**src/rtl/ssrl_pkg.sv**
```systemverilog
// ============================================================================
// ssrl_pkg
// Shared types and constants of the servo slew-rate limiter.
// ============================================================================
package ssrl_pkg;

    // Channel count and channel address width
    localparam int CHANNELS = 3;
    localparam int CH_W     = 2;

    // Item command codes
    localparam logic CMD_SET  = 1'b0;
    localparam logic CMD_TICK = 1'b1;

    // Configuration register indexes
    localparam logic REG_PULSE_SCALE  = 1'b0;
    localparam logic REG_PULSE_CENTER = 1'b1;

    // Configuration reset values
    localparam logic [11:0] SCALE_RESET  = 12'd800;
    localparam logic [15:0] CENTER_RESET = 16'd2040;

    // Heartbeat slots per period
    localparam logic [3:0] SLOTS = 4'd10;

    // Target range
    localparam logic signed [11:0] TARGET_MIN = -12'sd1024;
    localparam logic signed [11:0] TARGET_MAX = 12'sd1024;

    // Pulse width limits
    localparam logic signed [24:0] CH0_WIDTH_MIN = 25'sd1240;
    localparam logic signed [24:0] CH0_WIDTH_MAX = 25'sd2840;
    localparam logic signed [24:0] WIDTH_FLOOR   = 25'sd0;
    localparam logic signed [24:0] WIDTH_CEIL    = 25'sd65535;

    // Step limit after reset
    localparam logic [6:0] STEP_RESET = 7'd2;

    // Per-channel state word; position is held as 100*pos_q + pos_r, pos_r in 0..99
    typedef struct packed {
        logic signed [11:0] pos_q;
        logic        [6:0]  pos_r;
        logic signed [11:0] tgt;
        logic        [6:0]  step;
    } entry_t;

    localparam entry_t ENTRY_RESET = '{
        pos_q: 12'sd0,
        pos_r: 7'd0,
        tgt:   12'sd0,
        step:  STEP_RESET
    };

endpackage

```
**src/rtl/servo_slew_rate_limiter.sv**
```systemverilog
// ============================================================================
// servo_slew_rate_limiter
// Three-channel servo slew-rate limiter with per-channel state in a small RAM.
//
// The block takes one word per clock cycle while item_stall is low and returns
// one result word per input word. An accepted word passes through stages 1, 2
// and 3 and the output register; the result is held while the output stalls.
// Channel position, target and step limit live in a synchronous RAM; a word
// reads its channel entry in the accept cycle and writes it back from stage 1,
// with a bypass from that write-back to a following word on the same channel,
// so back-to-back words to one channel run at full rate. The multiply and
// scaling for the pulse width follow in stage 3 and the output register. Enable
// flags are kept in flip-flops and settled in the accept cycle. The user must
// write configuration only while the block is idle; it is not enforced here.
// ============================================================================
module servo_slew_rate_limiter
(
    input  logic        clk,
    input  logic        rst_n,

    // configuration write port
    input  logic        cfg_we,
    input  logic        cfg_index,
    input  logic [15:0] cfg_data,

    // input words
    input  logic        item_valid,
    output logic        item_stall,
    input  logic        cmd,
    input  logic [1:0]  channel,
    input  logic signed [11:0] target,
    input  logic        enable,
    input  logic [6:0]  step_limit,
    input  logic [3:0]  tick_phase,
    input  logic [2:0]  pwm_levels,

    // result words
    output logic        result_valid,
    input  logic        result_stall,
    output logic [2:0]  enabled_mask,
    output logic [2:0]  disable_mask,
    output logic        pulse_valid,
    output logic [1:0]  pulse_channel,
    output logic [15:0] pulse_width
);
    import ssrl_pkg::*;

    // ------------------------------------------------------------------
    // Declarations
    // ------------------------------------------------------------------
    logic [11:0] scale_reg;
    logic [15:0] center_reg;

    logic [CHANNELS-1:0] req_reg, req_next;
    logic [CHANNELS-1:0] en_reg, en_next;
    logic [CHANNELS-1:0] dis_now;
    logic [CHANNELS-1:0] ent_valid_reg;

    logic            accept;
    logic [3:0]      phase_m;
    logic [3:0]      phase_dec;
    logic            set_hit;
    logic            tick_hit;
    logic [CH_W-1:0] acc_addr;
    logic signed [11:0] tgt_sat;

    // channel RAM
    entry_t          chan_mem [CHANNELS];
    entry_t          rd_data_reg;
    logic            byp_hit_reg;
    entry_t          byp_data_reg;
    logic            init_reg;
    logic            mem_we;
    logic [CH_W-1:0] mem_waddr;
    entry_t          mem_wdata;

    // stage 1
    logic            s1_valid_reg;
    logic            s1_set_reg;
    logic            s1_move_reg;
    logic [CH_W-1:0] s1_addr_reg;
    logic signed [11:0] s1_tgt_reg;
    logic [6:0]      s1_step_reg;
    logic [CHANNELS-1:0] s1_en_reg;
    logic [CHANNELS-1:0] s1_dis_reg;

    // stage 2
    logic            s2_valid_reg;
    logic            s2_pulse_reg;
    logic [CH_W-1:0] s2_ch_reg;
    logic signed [11:0] s2_q_reg;
    logic [CHANNELS-1:0] s2_en_reg;
    logic [CHANNELS-1:0] s2_dis_reg;

    // stage 3
    logic            s3_valid_reg;
    logic            s3_pulse_reg;
    logic [CH_W-1:0] s3_ch_reg;
    logic signed [24:0] s3_prod_reg;
    logic [CHANNELS-1:0] s3_en_reg;
    logic [CHANNELS-1:0] s3_dis_reg;

    // output register
    logic            out_valid_reg;
    logic [CHANNELS-1:0] out_en_reg;
    logic [CHANNELS-1:0] out_dis_reg;
    logic            out_pulse_reg;
    logic [CH_W-1:0] out_ch_reg;
    logic [15:0]     out_width_reg;

    // flow control
    logic out_ready, s3_ready, s2_ready, s1_ready;
    logic adv1, adv2, adv3;

    // stage 1 datapath
    entry_t          cur;
    logic signed [12:0] q_old;
    logic signed [12:0] gap;
    logic signed [12:0] step_s;
    logic            limited;
    logic signed [8:0] r_sum;
    logic signed [8:0] r_fix;
    logic signed [12:0] a_adj;
    logic signed [12:0] a_next;
    logic [6:0]      r_next;
    logic signed [12:0] q_new;
    logic            s1_pulse;

    // output datapath
    logic signed [24:0] prod_adj;
    logic signed [24:0] w_raw;
    logic signed [24:0] w_clamp;

    // ------------------------------------------------------------------
    // Flow control: each stage moves when empty or when the next one moves
    // ------------------------------------------------------------------
    assign out_ready  = !out_valid_reg || !result_stall;
    assign s3_ready   = !s3_valid_reg || out_ready;
    assign s2_ready   = !s2_valid_reg || s3_ready;
    assign s1_ready   = !s1_valid_reg || s2_ready;
    assign adv1       = s1_valid_reg && s2_ready;
    assign adv2       = s2_valid_reg && s3_ready;
    assign adv3       = s3_valid_reg && out_ready;
    assign item_stall = !s1_ready;
    assign accept     = item_valid && s1_ready;

    // ------------------------------------------------------------------
    // Configuration registers
    // ------------------------------------------------------------------
    always_ff @(posedge clk or negedge rst_n)
    begin
        if (!rst_n)
        begin
            scale_reg  <= SCALE_RESET;
            center_reg <= CENTER_RESET;
        end
        else if (cfg_we)
        begin
            unique case (cfg_index)
                REG_PULSE_SCALE:  scale_reg  <= cfg_data[11:0];
                REG_PULSE_CENTER: center_reg <= cfg_data;
            endcase
        end
    end

    // ------------------------------------------------------------------
    // Accept-cycle decode and enable settling
    // ------------------------------------------------------------------
    always_comb
    begin
        phase_m   = (tick_phase >= SLOTS) ? (tick_phase - SLOTS) : tick_phase;
        phase_dec = phase_m - 4'd1;
        set_hit   = (cmd == CMD_SET) && ({30'd0, channel} < CHANNELS);
        tick_hit  = (cmd == CMD_TICK) && (phase_m != 4'd0)
                    && ({28'd0, phase_m} <= CHANNELS);
        acc_addr  = (cmd == CMD_SET) ? channel[CH_W-1:0] : phase_dec[CH_W-1:0];

        if (target < TARGET_MIN)
            tgt_sat = TARGET_MIN;
        else if (target > TARGET_MAX)
            tgt_sat = TARGET_MAX;
        else
            tgt_sat = target;

        req_next = req_reg;
        en_next  = en_reg;
        dis_now  = '0;
        if (set_hit)
            req_next[acc_addr] = enable;
        if (cmd == CMD_TICK)
        begin
            // request on enables at once; request off waits for a low level
            en_next = req_reg | (en_reg & pwm_levels[CHANNELS-1:0]);
            dis_now = en_reg & ~req_reg & ~pwm_levels[CHANNELS-1:0];
        end
    end

    always_ff @(posedge clk or negedge rst_n)
    begin
        if (!rst_n)
        begin
            req_reg <= '0;
            en_reg  <= '0;
        end
        else if (accept)
        begin
            req_reg <= req_next;
            en_reg  <= en_next;
        end
    end

    // ------------------------------------------------------------------
    // Channel RAM: write from stage 1, read at accept
    // ------------------------------------------------------------------
    always_ff @(posedge clk)
    begin
        if (mem_we)
            chan_mem[mem_waddr] <= mem_wdata;
        if (accept)
            rd_data_reg <= chan_mem[acc_addr];
    end

    // entry valid bits: an unwritten entry reads as its reset value
    always_ff @(posedge clk or negedge rst_n)
    begin
        if (!rst_n)
            ent_valid_reg <= '0;
        else if (mem_we)
            ent_valid_reg[mem_waddr] <= 1'b1;
    end

    // bypass of the write-back that lands in the read cycle
    always_ff @(posedge clk)
    begin
        if (accept)
        begin
            byp_hit_reg  <= mem_we && (mem_waddr == acc_addr);
            byp_data_reg <= mem_wdata;
            init_reg     <= !ent_valid_reg[acc_addr];
        end
    end

    // ------------------------------------------------------------------
    // Stage 1 registers
    // ------------------------------------------------------------------
    always_ff @(posedge clk or negedge rst_n)
    begin
        if (!rst_n)
            s1_valid_reg <= 1'b0;
        else if (accept)
            s1_valid_reg <= 1'b1;
        else if (adv1)
            s1_valid_reg <= 1'b0;
    end

    always_ff @(posedge clk)
    begin
        if (accept)
        begin
            s1_set_reg  <= set_hit;
            s1_move_reg <= tick_hit && en_next[acc_addr];
            s1_addr_reg <= acc_addr;
            s1_tgt_reg  <= tgt_sat;
            s1_step_reg <= step_limit;
            s1_en_reg   <= en_next;
            s1_dis_reg  <= dis_now;
        end
    end

    // ------------------------------------------------------------------
    // Stage 1 datapath: slew step and write-back
    // ------------------------------------------------------------------
    always_comb
    begin
        if (byp_hit_reg)
            cur = byp_data_reg;
        else if (init_reg)
            cur = ENTRY_RESET;
        else
            cur = rd_data_reg;

        // truncated whole-unit position
        q_old = {cur.pos_q[11], cur.pos_q}
                + (((cur.pos_q < 0) && (cur.pos_r != 7'd0)) ? 13'sd1 : 13'sd0);
        gap     = {cur.tgt[11], cur.tgt} - q_old;
        step_s  = $signed({6'd0, cur.step});
        limited = (cur.step != 7'd0) && ((gap > step_s) || (-gap > step_s));

        r_sum  = '0;
        r_fix  = '0;
        a_adj  = '0;
        if (limited)
        begin
            // move by the step in hundredths, then renormalize the remainder
            r_sum = (gap > 13'sd0) ? ($signed({2'd0, cur.pos_r}) + $signed({2'd0, cur.step}))
                                   : ($signed({2'd0, cur.pos_r}) - $signed({2'd0, cur.step}));
            if (r_sum < -9'sd100)
            begin
                r_fix = r_sum + 9'sd200;
                a_adj = -13'sd2;
            end
            else if (r_sum < 9'sd0)
            begin
                r_fix = r_sum + 9'sd100;
                a_adj = -13'sd1;
            end
            else if (r_sum >= 9'sd200)
            begin
                r_fix = r_sum - 9'sd200;
                a_adj = 13'sd2;
            end
            else if (r_sum >= 9'sd100)
            begin
                r_fix = r_sum - 9'sd100;
                a_adj = 13'sd1;
            end
            else
            begin
                r_fix = r_sum;
                a_adj = 13'sd0;
            end
            a_next = {cur.pos_q[11], cur.pos_q} + a_adj;
            r_next = r_fix[6:0];
        end
        else
        begin
            // snap whole units onto the target
            a_next = {cur.pos_q[11], cur.pos_q} + gap;
            r_next = cur.pos_r;
        end

        q_new = a_next + (((a_next < 0) && (r_next != 7'd0)) ? 13'sd1 : 13'sd0);

        // channel 0 only reports a changed position
        s1_pulse = s1_move_reg && ((s1_addr_reg != '0) || (gap != 13'sd0));

        mem_we    = adv1 && (s1_set_reg || s1_move_reg);
        mem_waddr = s1_addr_reg;
        mem_wdata = cur;
        if (s1_set_reg)
        begin
            mem_wdata.tgt  = s1_tgt_reg;
            mem_wdata.step = s1_step_reg;
        end
        else
        begin
            mem_wdata.pos_q = a_next[11:0];
            mem_wdata.pos_r = r_next;
        end
    end

    // ------------------------------------------------------------------
    // Stage 2: registered quotient
    // ------------------------------------------------------------------
    always_ff @(posedge clk or negedge rst_n)
    begin
        if (!rst_n)
            s2_valid_reg <= 1'b0;
        else if (adv1)
            s2_valid_reg <= 1'b1;
        else if (adv2)
            s2_valid_reg <= 1'b0;
    end

    always_ff @(posedge clk)
    begin
        if (adv1)
        begin
            s2_pulse_reg <= s1_pulse;
            s2_ch_reg    <= s1_addr_reg;
            s2_q_reg     <= q_new[11:0];
            s2_en_reg    <= s1_en_reg;
            s2_dis_reg   <= s1_dis_reg;
        end
    end

    // ------------------------------------------------------------------
    // Stage 3: position times scale
    // ------------------------------------------------------------------
    always_ff @(posedge clk or negedge rst_n)
    begin
        if (!rst_n)
            s3_valid_reg <= 1'b0;
        else if (adv2)
            s3_valid_reg <= 1'b1;
        else if (adv3)
            s3_valid_reg <= 1'b0;
    end

    always_ff @(posedge clk)
    begin
        if (adv2)
        begin
            s3_pulse_reg <= s2_pulse_reg;
            s3_ch_reg    <= s2_ch_reg;
            s3_prod_reg  <= $signed({{13{s2_q_reg[11]}}, s2_q_reg})
                            * $signed({13'd0, scale_reg});
            s3_en_reg    <= s2_en_reg;
            s3_dis_reg   <= s2_dis_reg;
        end
    end

    // ------------------------------------------------------------------
    // Output datapath: truncating divide by 1024, offset and clamp
    // ------------------------------------------------------------------
    always_comb
    begin
        prod_adj = s3_prod_reg + ((s3_prod_reg < 0) ? 25'sd1023 : 25'sd0);
        w_raw    = (prod_adj >>> 10) + $signed({9'd0, center_reg});
        if (s3_ch_reg == '0)
        begin
            if (w_raw < CH0_WIDTH_MIN)
                w_clamp = CH0_WIDTH_MIN;
            else if (w_raw > CH0_WIDTH_MAX)
                w_clamp = CH0_WIDTH_MAX;
            else
                w_clamp = w_raw;
        end
        else
        begin
            if (w_raw < WIDTH_FLOOR)
                w_clamp = WIDTH_FLOOR;
            else if (w_raw > WIDTH_CEIL)
                w_clamp = WIDTH_CEIL;
            else
                w_clamp = w_raw;
        end
    end

    // ------------------------------------------------------------------
    // Output register
    // ------------------------------------------------------------------
    always_ff @(posedge clk or negedge rst_n)
    begin
        if (!rst_n)
            out_valid_reg <= 1'b0;
        else if (adv3)
            out_valid_reg <= 1'b1;
        else if (!result_stall)
            out_valid_reg <= 1'b0;
    end

    always_ff @(posedge clk)
    begin
        if (adv3)
        begin
            out_en_reg    <= s3_en_reg;
            out_dis_reg   <= s3_dis_reg;
            out_pulse_reg <= s3_pulse_reg;
            out_ch_reg    <= s3_pulse_reg ? s3_ch_reg : '0;
            out_width_reg <= s3_pulse_reg ? w_clamp[15:0] : 16'd0;
        end
    end

    assign result_valid  = out_valid_reg;
    assign enabled_mask  = out_en_reg;
    assign disable_mask  = out_dis_reg;
    assign pulse_valid   = out_pulse_reg;
    assign pulse_channel = out_ch_reg;
    assign pulse_width   = out_width_reg;

endmodule

```
**config.mk**
```make
export PLATFORM = sky130hd
export DESIGN_NAME = servo_slew_rate_limiter
export DESIGN_NICKNAME = d
export VERILOG_FILES = /design/src/rtl/ssrl_pkg.sv /design/src/rtl/servo_slew_rate_limiter.sv
export SDC_FILE = /design/constraint.sdc
export NUM_CORES = 1
export LEC_CHECK = 0
export BUFFER_PORTS_ARGS = -buffer_cell sky130_fd_sc_hd__buf_2
export CAP_MARGIN = 20
export CORE_ASPECT_RATIO = 1.75
export CORE_UTILIZATION = 35
export CTS_CLUSTER_DIAMETER = 100
export CTS_CLUSTER_SIZE = 24
export DETAILED_ROUTE_END_ITERATION = 10
export GPL_TIMING_DRIVEN = 0
export REMOVE_ABC_BUFFERS = 1
export SKIP_LAST_GASP = 1
export SLEW_MARGIN = 10
export SYNTH_ARGS = -nofsm -noshare
export SYNTH_HDL_FRONTEND = slang
export SYNTH_SLANG_ARGS = --single-unit
export TNS_END_PERCENT = 5
```
**constraint.sdc**
```tcl
create_clock -name clk -period 11.4 [get_ports clk]
set_input_delay 1.14 -clock clk [delete_from_list [all_inputs] [get_ports clk]]
set_output_delay 1.14 -clock clk [all_outputs]
set_load 0.005 [all_outputs]
```
==> results of run 1 <==
[repair_timing]
action,4_1_cts,5_1_grt
pin swaps,1,9
setup buffers,3,13
gates cloned,0,1
gates resized for setup,6,17
setup endpoints to repair,7,7
[critical path: cells and delay by family, from the launching register on]
kind            cells  cell delay, ps
fa+ha+maj           5            1870
simple gates       15            2860
flops               1             560
xor+xnor            4             920
compound gates     18            3460
buf+inv             5             830
[through the flow]
step                instances  setup TNS, ps
CTS                      2838              0
global placement         2775        -123280
finish                   2855              0
detailed placement       2807          -1940
global route             2855              0
floorplan                1891              0
[worst paths after layout]
path | from | to | slack [ps] | cells past startpoint
min | s2_dis_reg[1] | s3_dis_reg[1] | 420 | 0
max | byp_hit_reg | s2_q_reg[11] | 630 | 47
min in group asynchronous | rst_n | req_reg[2] | 490 | 1
max in group asynchronous | rst_n | center_reg[3] | 10360 | 2
min reg2reg | s2_dis_reg[1] | s3_dis_reg[1] | 420 | 0
max reg2reg | byp_hit_reg | s2_q_reg[11] | 630 | 47
[cell usage after synthesis (24+ instances only)]
master / number / share of area (%)
fa_1: 107 / 9.6
nor2_1: 115 / 1.9
nand2_1: 144 / 2.4
edfxtp_1: 301 / 41
a22oi_1: 24 / 0.81
a21o_1: 30 / 1.0
a21oi_1: 108 / 2.4
xor2_1: 29 / 1.1
inv_1: 215 / 3.6
o21ai_0: 53 / 1.2
ha_1: 173 / 9.7
xnor2_1: 59 / 2.3
nand3_1: 26 / 0.58
mux2_2: 48 / 2.4
mux2i_1: 53 / 2.4
nor3_1: 30 / 0.67
and2_1: 75 / 2.1
clkbuf_1: 54 / 0.91
dfrtp_1: 30 / 3.4
[placed cells by master, fill, tap and decap left out, types with 24 or more instances in the layout]
cell type	n
xnor2_1	57
nor2_1	114
buf_4	28
xor2_1	28
nor3_1	25
inv_1	213
mux2_2	48
and2_1	74
ha_1	172
buf_2	79
edfxtp_1	301
o21ai_0	53
dfrtp_1	30
mux2i_1	51
fa_1	107
a22oi_1	24
a21o_1	30
nand3_1	26
a21oi_1	108
nand2_1	144
[area by class of cell]
cell class | instances | share of cell area, %
Tap cell | 806 | 4.06
Clock buffer | 25 | 2.01
Multi-Input combinational cell | 1332 | 45.5
Clock inverter | 3 | 0.0958
Sequential cell | 342 | 40.6
Timing Repair Buffer | 129 | 4.37
Inverter | 218 | 3.35
[cells by family after synthesis]
group / Yosys count
compound gates: 351
xor+xnor: 88
fa+ha+maj: 280
flops: 342
mux: 101
simple gates: 511
buf+inv: 284
[layer usage]
metal | up-vias | share of wire (%) | routed length, um
met5 | - | 0 | 0
met4 | 0 | 4.6 | 2370
met3 | 129 | 2.8 | 1430
met2 | 262 | 57 | 29500
met1 | 7257 | 36 | 18600
li1 | 7033 | - | -
==> metrics, run 1 <==
outcome=complete, but fails checks; failing checks=design-rule violations; number of global-route vias before repair=around 16,000; hold crit path type=flip-flop to flip-flop; 1st-pass router iterations=8; share of flip-flops with an asynchronous set or reset=12.0%; Highest Clock Rate=approximately 93 MHz; final WL=51,900 um; initial antenna violation count=0; cell row count=around 120; H-tree depth=1; post-route ant nets=0; fin crit period=10,770 ps; Longest Clk Path Bufs=3; # fillers=roughly 6,000; dpl ws=-567 ps; Seq/Total Area, Yosys=45.2%; Final Slew Violations=0; hold buffer count at cts=0; Synth cell types=between 80 and 90; Ys Warns=0; largest family of logic cells by synthesized area=adder cells; number of enable flip-flop cells after synthesis=roughly 300; GRT overflow=0; worst-path fanout max=8; Initial Utilization=a little over a third; share of cells above drive strength 1=between 10% and 20%; Remaining DRCs=15; critical path class=flip-flop to flip-flop; number of CTS-inserted buffers=18; FF+latch count, synth=342; CTS tree=yes; Post-Syn Area per Cell=~11 um2; synthesized area=roughly 22,000 um2; DR WL/cell=18.2 um; io pins=about 80; Simple-Gate Fraction of Synth Area=a little under an eighth; sequential standard cell area=between 10,000 and 15,000 um2; die height=336 um; Most common cell on crit path=a21oi_1; placed instance area=24,000 um2; clk_lat worst skew=between 500 and 600 ps; final hold slack=~420 ps; GPL Wtd Cong=0.885; final setup margin=626 ps; nets=2,373; DR iter-0 viols=between 500 and 600; Via density=between 5 and 6; Post-Synth Adder-Cell Area=between 10% and 20%; port bufs=78; max cap viols=0; largest net degree at the start of global routing=61; Final setup violation count=0; CP max stage cell=edfxtp_1; hpwl dp=40,700 um; worst path required time=between 10,000 and 15,000 ps; first-pass GRT wire length=~80,000 um; XOR/XNOR share of the synthesized area=3.46%; n_diodes=0; Worst EP arrival=roughly 11,000 ps; cell area after layout=between 20,000 and 25,000 um2; element type at the critical path end=flip-flop; worst slew pin tran=approximately 1100 ps; GR Util All Layers=16.2%; Largest register FFs=114; synth-to-layout area growth=11.4%; global routing usage on met3=around 1.4%; Global Route met1 Usage=~16%; Max transition margin=about a quarter; core box area=roughly 63,000 um2; Mapped Cells=1,957; detailed-route via count=14,681; met2 Track Usage GR=between 30% and 40%; layer with the highest usage=met2; unrepaired setup endpoints after global routing=false; clock root cell=clkbuf_16; final hold violations=0; clk sinks=~340; max incr delay on CP=approximately 560 ps; Clock transition at path regs=approximately 100 ps; multi-input logic area=approximately 11,000 um2; Worst Setup Start Kind=flip-flop; Post-synth top flop=edfxtp_1; period utilisation layout=94.5%; final core utilization=approximately two fifths; mux share of post-synthesis cell area=around 4.8%; Clock Skew=roughly 23 ps; die width=about 190 um; post-synthesis compound-gate area fraction=a little over a tenth; die area=roughly 65,000 um2
Power of run 1 is not shown: default switching activity piles up to over one toggle a cycle in this logic, so the estimate is an artifact.
==> inputs of run 2 (changes only) <==
Settings changed: RECOVER_POWER set to 25.
==> metrics, run 2 (synthesis results as in run 1) <==
Initial Utilization=a little over a third; CP max stage cell=edfxtp_1; n_diodes=0; placed instance area=~24,000 um2; die height=336 um; worst slew pin tran=about 3500 ps; GR Util All Layers=16.2%; number of global-route vias before repair=roughly 16,000; CP Buf/Inv Count=5; hpwl dp=just over 40,000 um; GRT overflow=0; Clock Skew=around 23 ps; number of CTS-inserted buffers=18; Most common cell on crit path=a21oi_1; placed insts=roughly 2,800; dpl ws=-567 ps; share of cells above drive strength 1=between 10% and 20%; synth-to-layout area growth=11.1%; cell row count=122; initial antenna violation count=0; Max transition margin=-136%; final setup margin=between 600 and 700 ps; hold crit path type=flip-flop to flip-flop; detailed-route via count=around 15,000; FF-to-FF End=s2_q_reg[11]; element type at the critical path end=flip-flop; period utilisation layout=about 95%; final hold violations=0; unrepaired setup endpoints after global routing=false; max incr delay on CP=~560 ps; Endpoint, Worst Hold=s3_dis_reg[1]; Final Slew Violations=98; Worst EP arrival=about 11,000 ps; largest net degree at the start of global routing=about 60; DR WL/cell=roughly 18 um; die width=193 um; CTS tree=yes; reg2reg start=byp_hit_reg; H-tree depth=1; post-route insts no fill=2,855; critical path class=flip-flop to flip-flop; Worst Setup Start Kind=flip-flop; Remaining DRCs=15; cell area after layout=roughly 25,000 um2; worst path required time=11,680 ps; Longest Clk Path Bufs=3; DR iter-0 viols=roughly 570; GPL Wtd Cong=just under 0.9; fin crit period=approximately 11,000 ps; Clock transition at path regs=approximately 100 ps; core box area=approximately 63,000 um2; final core utilization=roughly two fifths; outcome=complete, but fails checks; reg2reg path depth=47; io pins=a little under 80; clock root cell=clkbuf_16; clk_lat worst skew=about 550 ps; Final setup violation count=0; Largest register FFs=114; max cap viols=4; 1st-pass router iterations=8; CP top delay family=compound AO/OA/AOI/OAI gates; failing checks=design-rule violations, max-capacitance violations, max-slew violations; die area=approximately 65,000 um2; port bufs=between 70 and 80; final WL=~52,000 um; Highest Clock Rate=92.8 MHz; # fillers=about 6,000; commonest non-fill, non-tap cells in the layout=edfxtp_1, inv_1, ha_1, nand2_1, nor2_1; nets=approximately 2,400; r2r setup slk=620 ps; post-route ant nets=0; most common cell after layout, fill and taps aside=edfxtp_1; Hold Crit Start=s2_dis_reg[1]; worst-path fanout max=8; clk sinks=about 340; first-pass GRT wire length=81,700 um; hold depth=0; Via density=just over 5
## run 2: cell count changes in the layout (fill, tap and decap cells not counted), moves of 2 or more
cell / change
clkbuf_1: +7
buf_2: -4
and2_0: +4
buf_12: -2
and2_1: -4
## run 2: routing by layer
| layer | vias to the layer above | GRT usage, % | wire length (um) |
|---|---|---|---|
| li1 | 7033 | - | - |
| met1 | 7252 | 16.1 | 18600 |
| met2 | 269 | 32.8 | 29500 |
| met3 | 129 | 1.43 | 1500 |
| met4 | 0 | 6.73 | 2370 |
| met5 | - | 0 | 0 |
## run 2: timing repair
item                                    CTS  global route
hold buffers                              0             0
endpoints found under the setup margin    7             7
cloned                                    0             1
setup buffers                             3            13
resized for setup                         6            17
pin swaps                                 1             9
## run 2: worst max path at each step
stage / slack (ps) / endpoint / depth (start not counted) / startpoint
final: 620 / s2_q_reg[11] / 47 / byp_hit_reg
after detailed placement: -570 / s2_q_reg[11] / 49 / byp_hit_reg
after CTS: 50 / s2_q_reg[11] / 49 / init_reg
after global routing: 0.4 / s2_q_reg[11] / 51 / byp_hit_reg
after floorplan: 490 / s2_q_reg[11] / 49 / byp_hit_reg
after global placement: -4180 / s2_q_reg[11] / 49 / byp_hit_reg
## run 2: final cells by class
type                       count  area (um2)  area share, %
multi-input combinational   1332       11300           45.5
timing repair buffer         129        1040           4.22
tap                          806        1010           4.08
sequential                   342       10100           40.7
clock buffer                  25         498           2.01
clock inverter                 3        23.8         0.0961
inverter                     218         831           3.36
## run 2: per-stage QoR
stage | hold slack (ps) | TNS, ps
after detailed placement | 407 | -1940
after global placement | 407 | -123280
after floorplan | 400 | 0
after CTS | 428 | 0
after global routing | 437 | 0
final | 424 | 0
Power of run 2 is left out for the same reason.
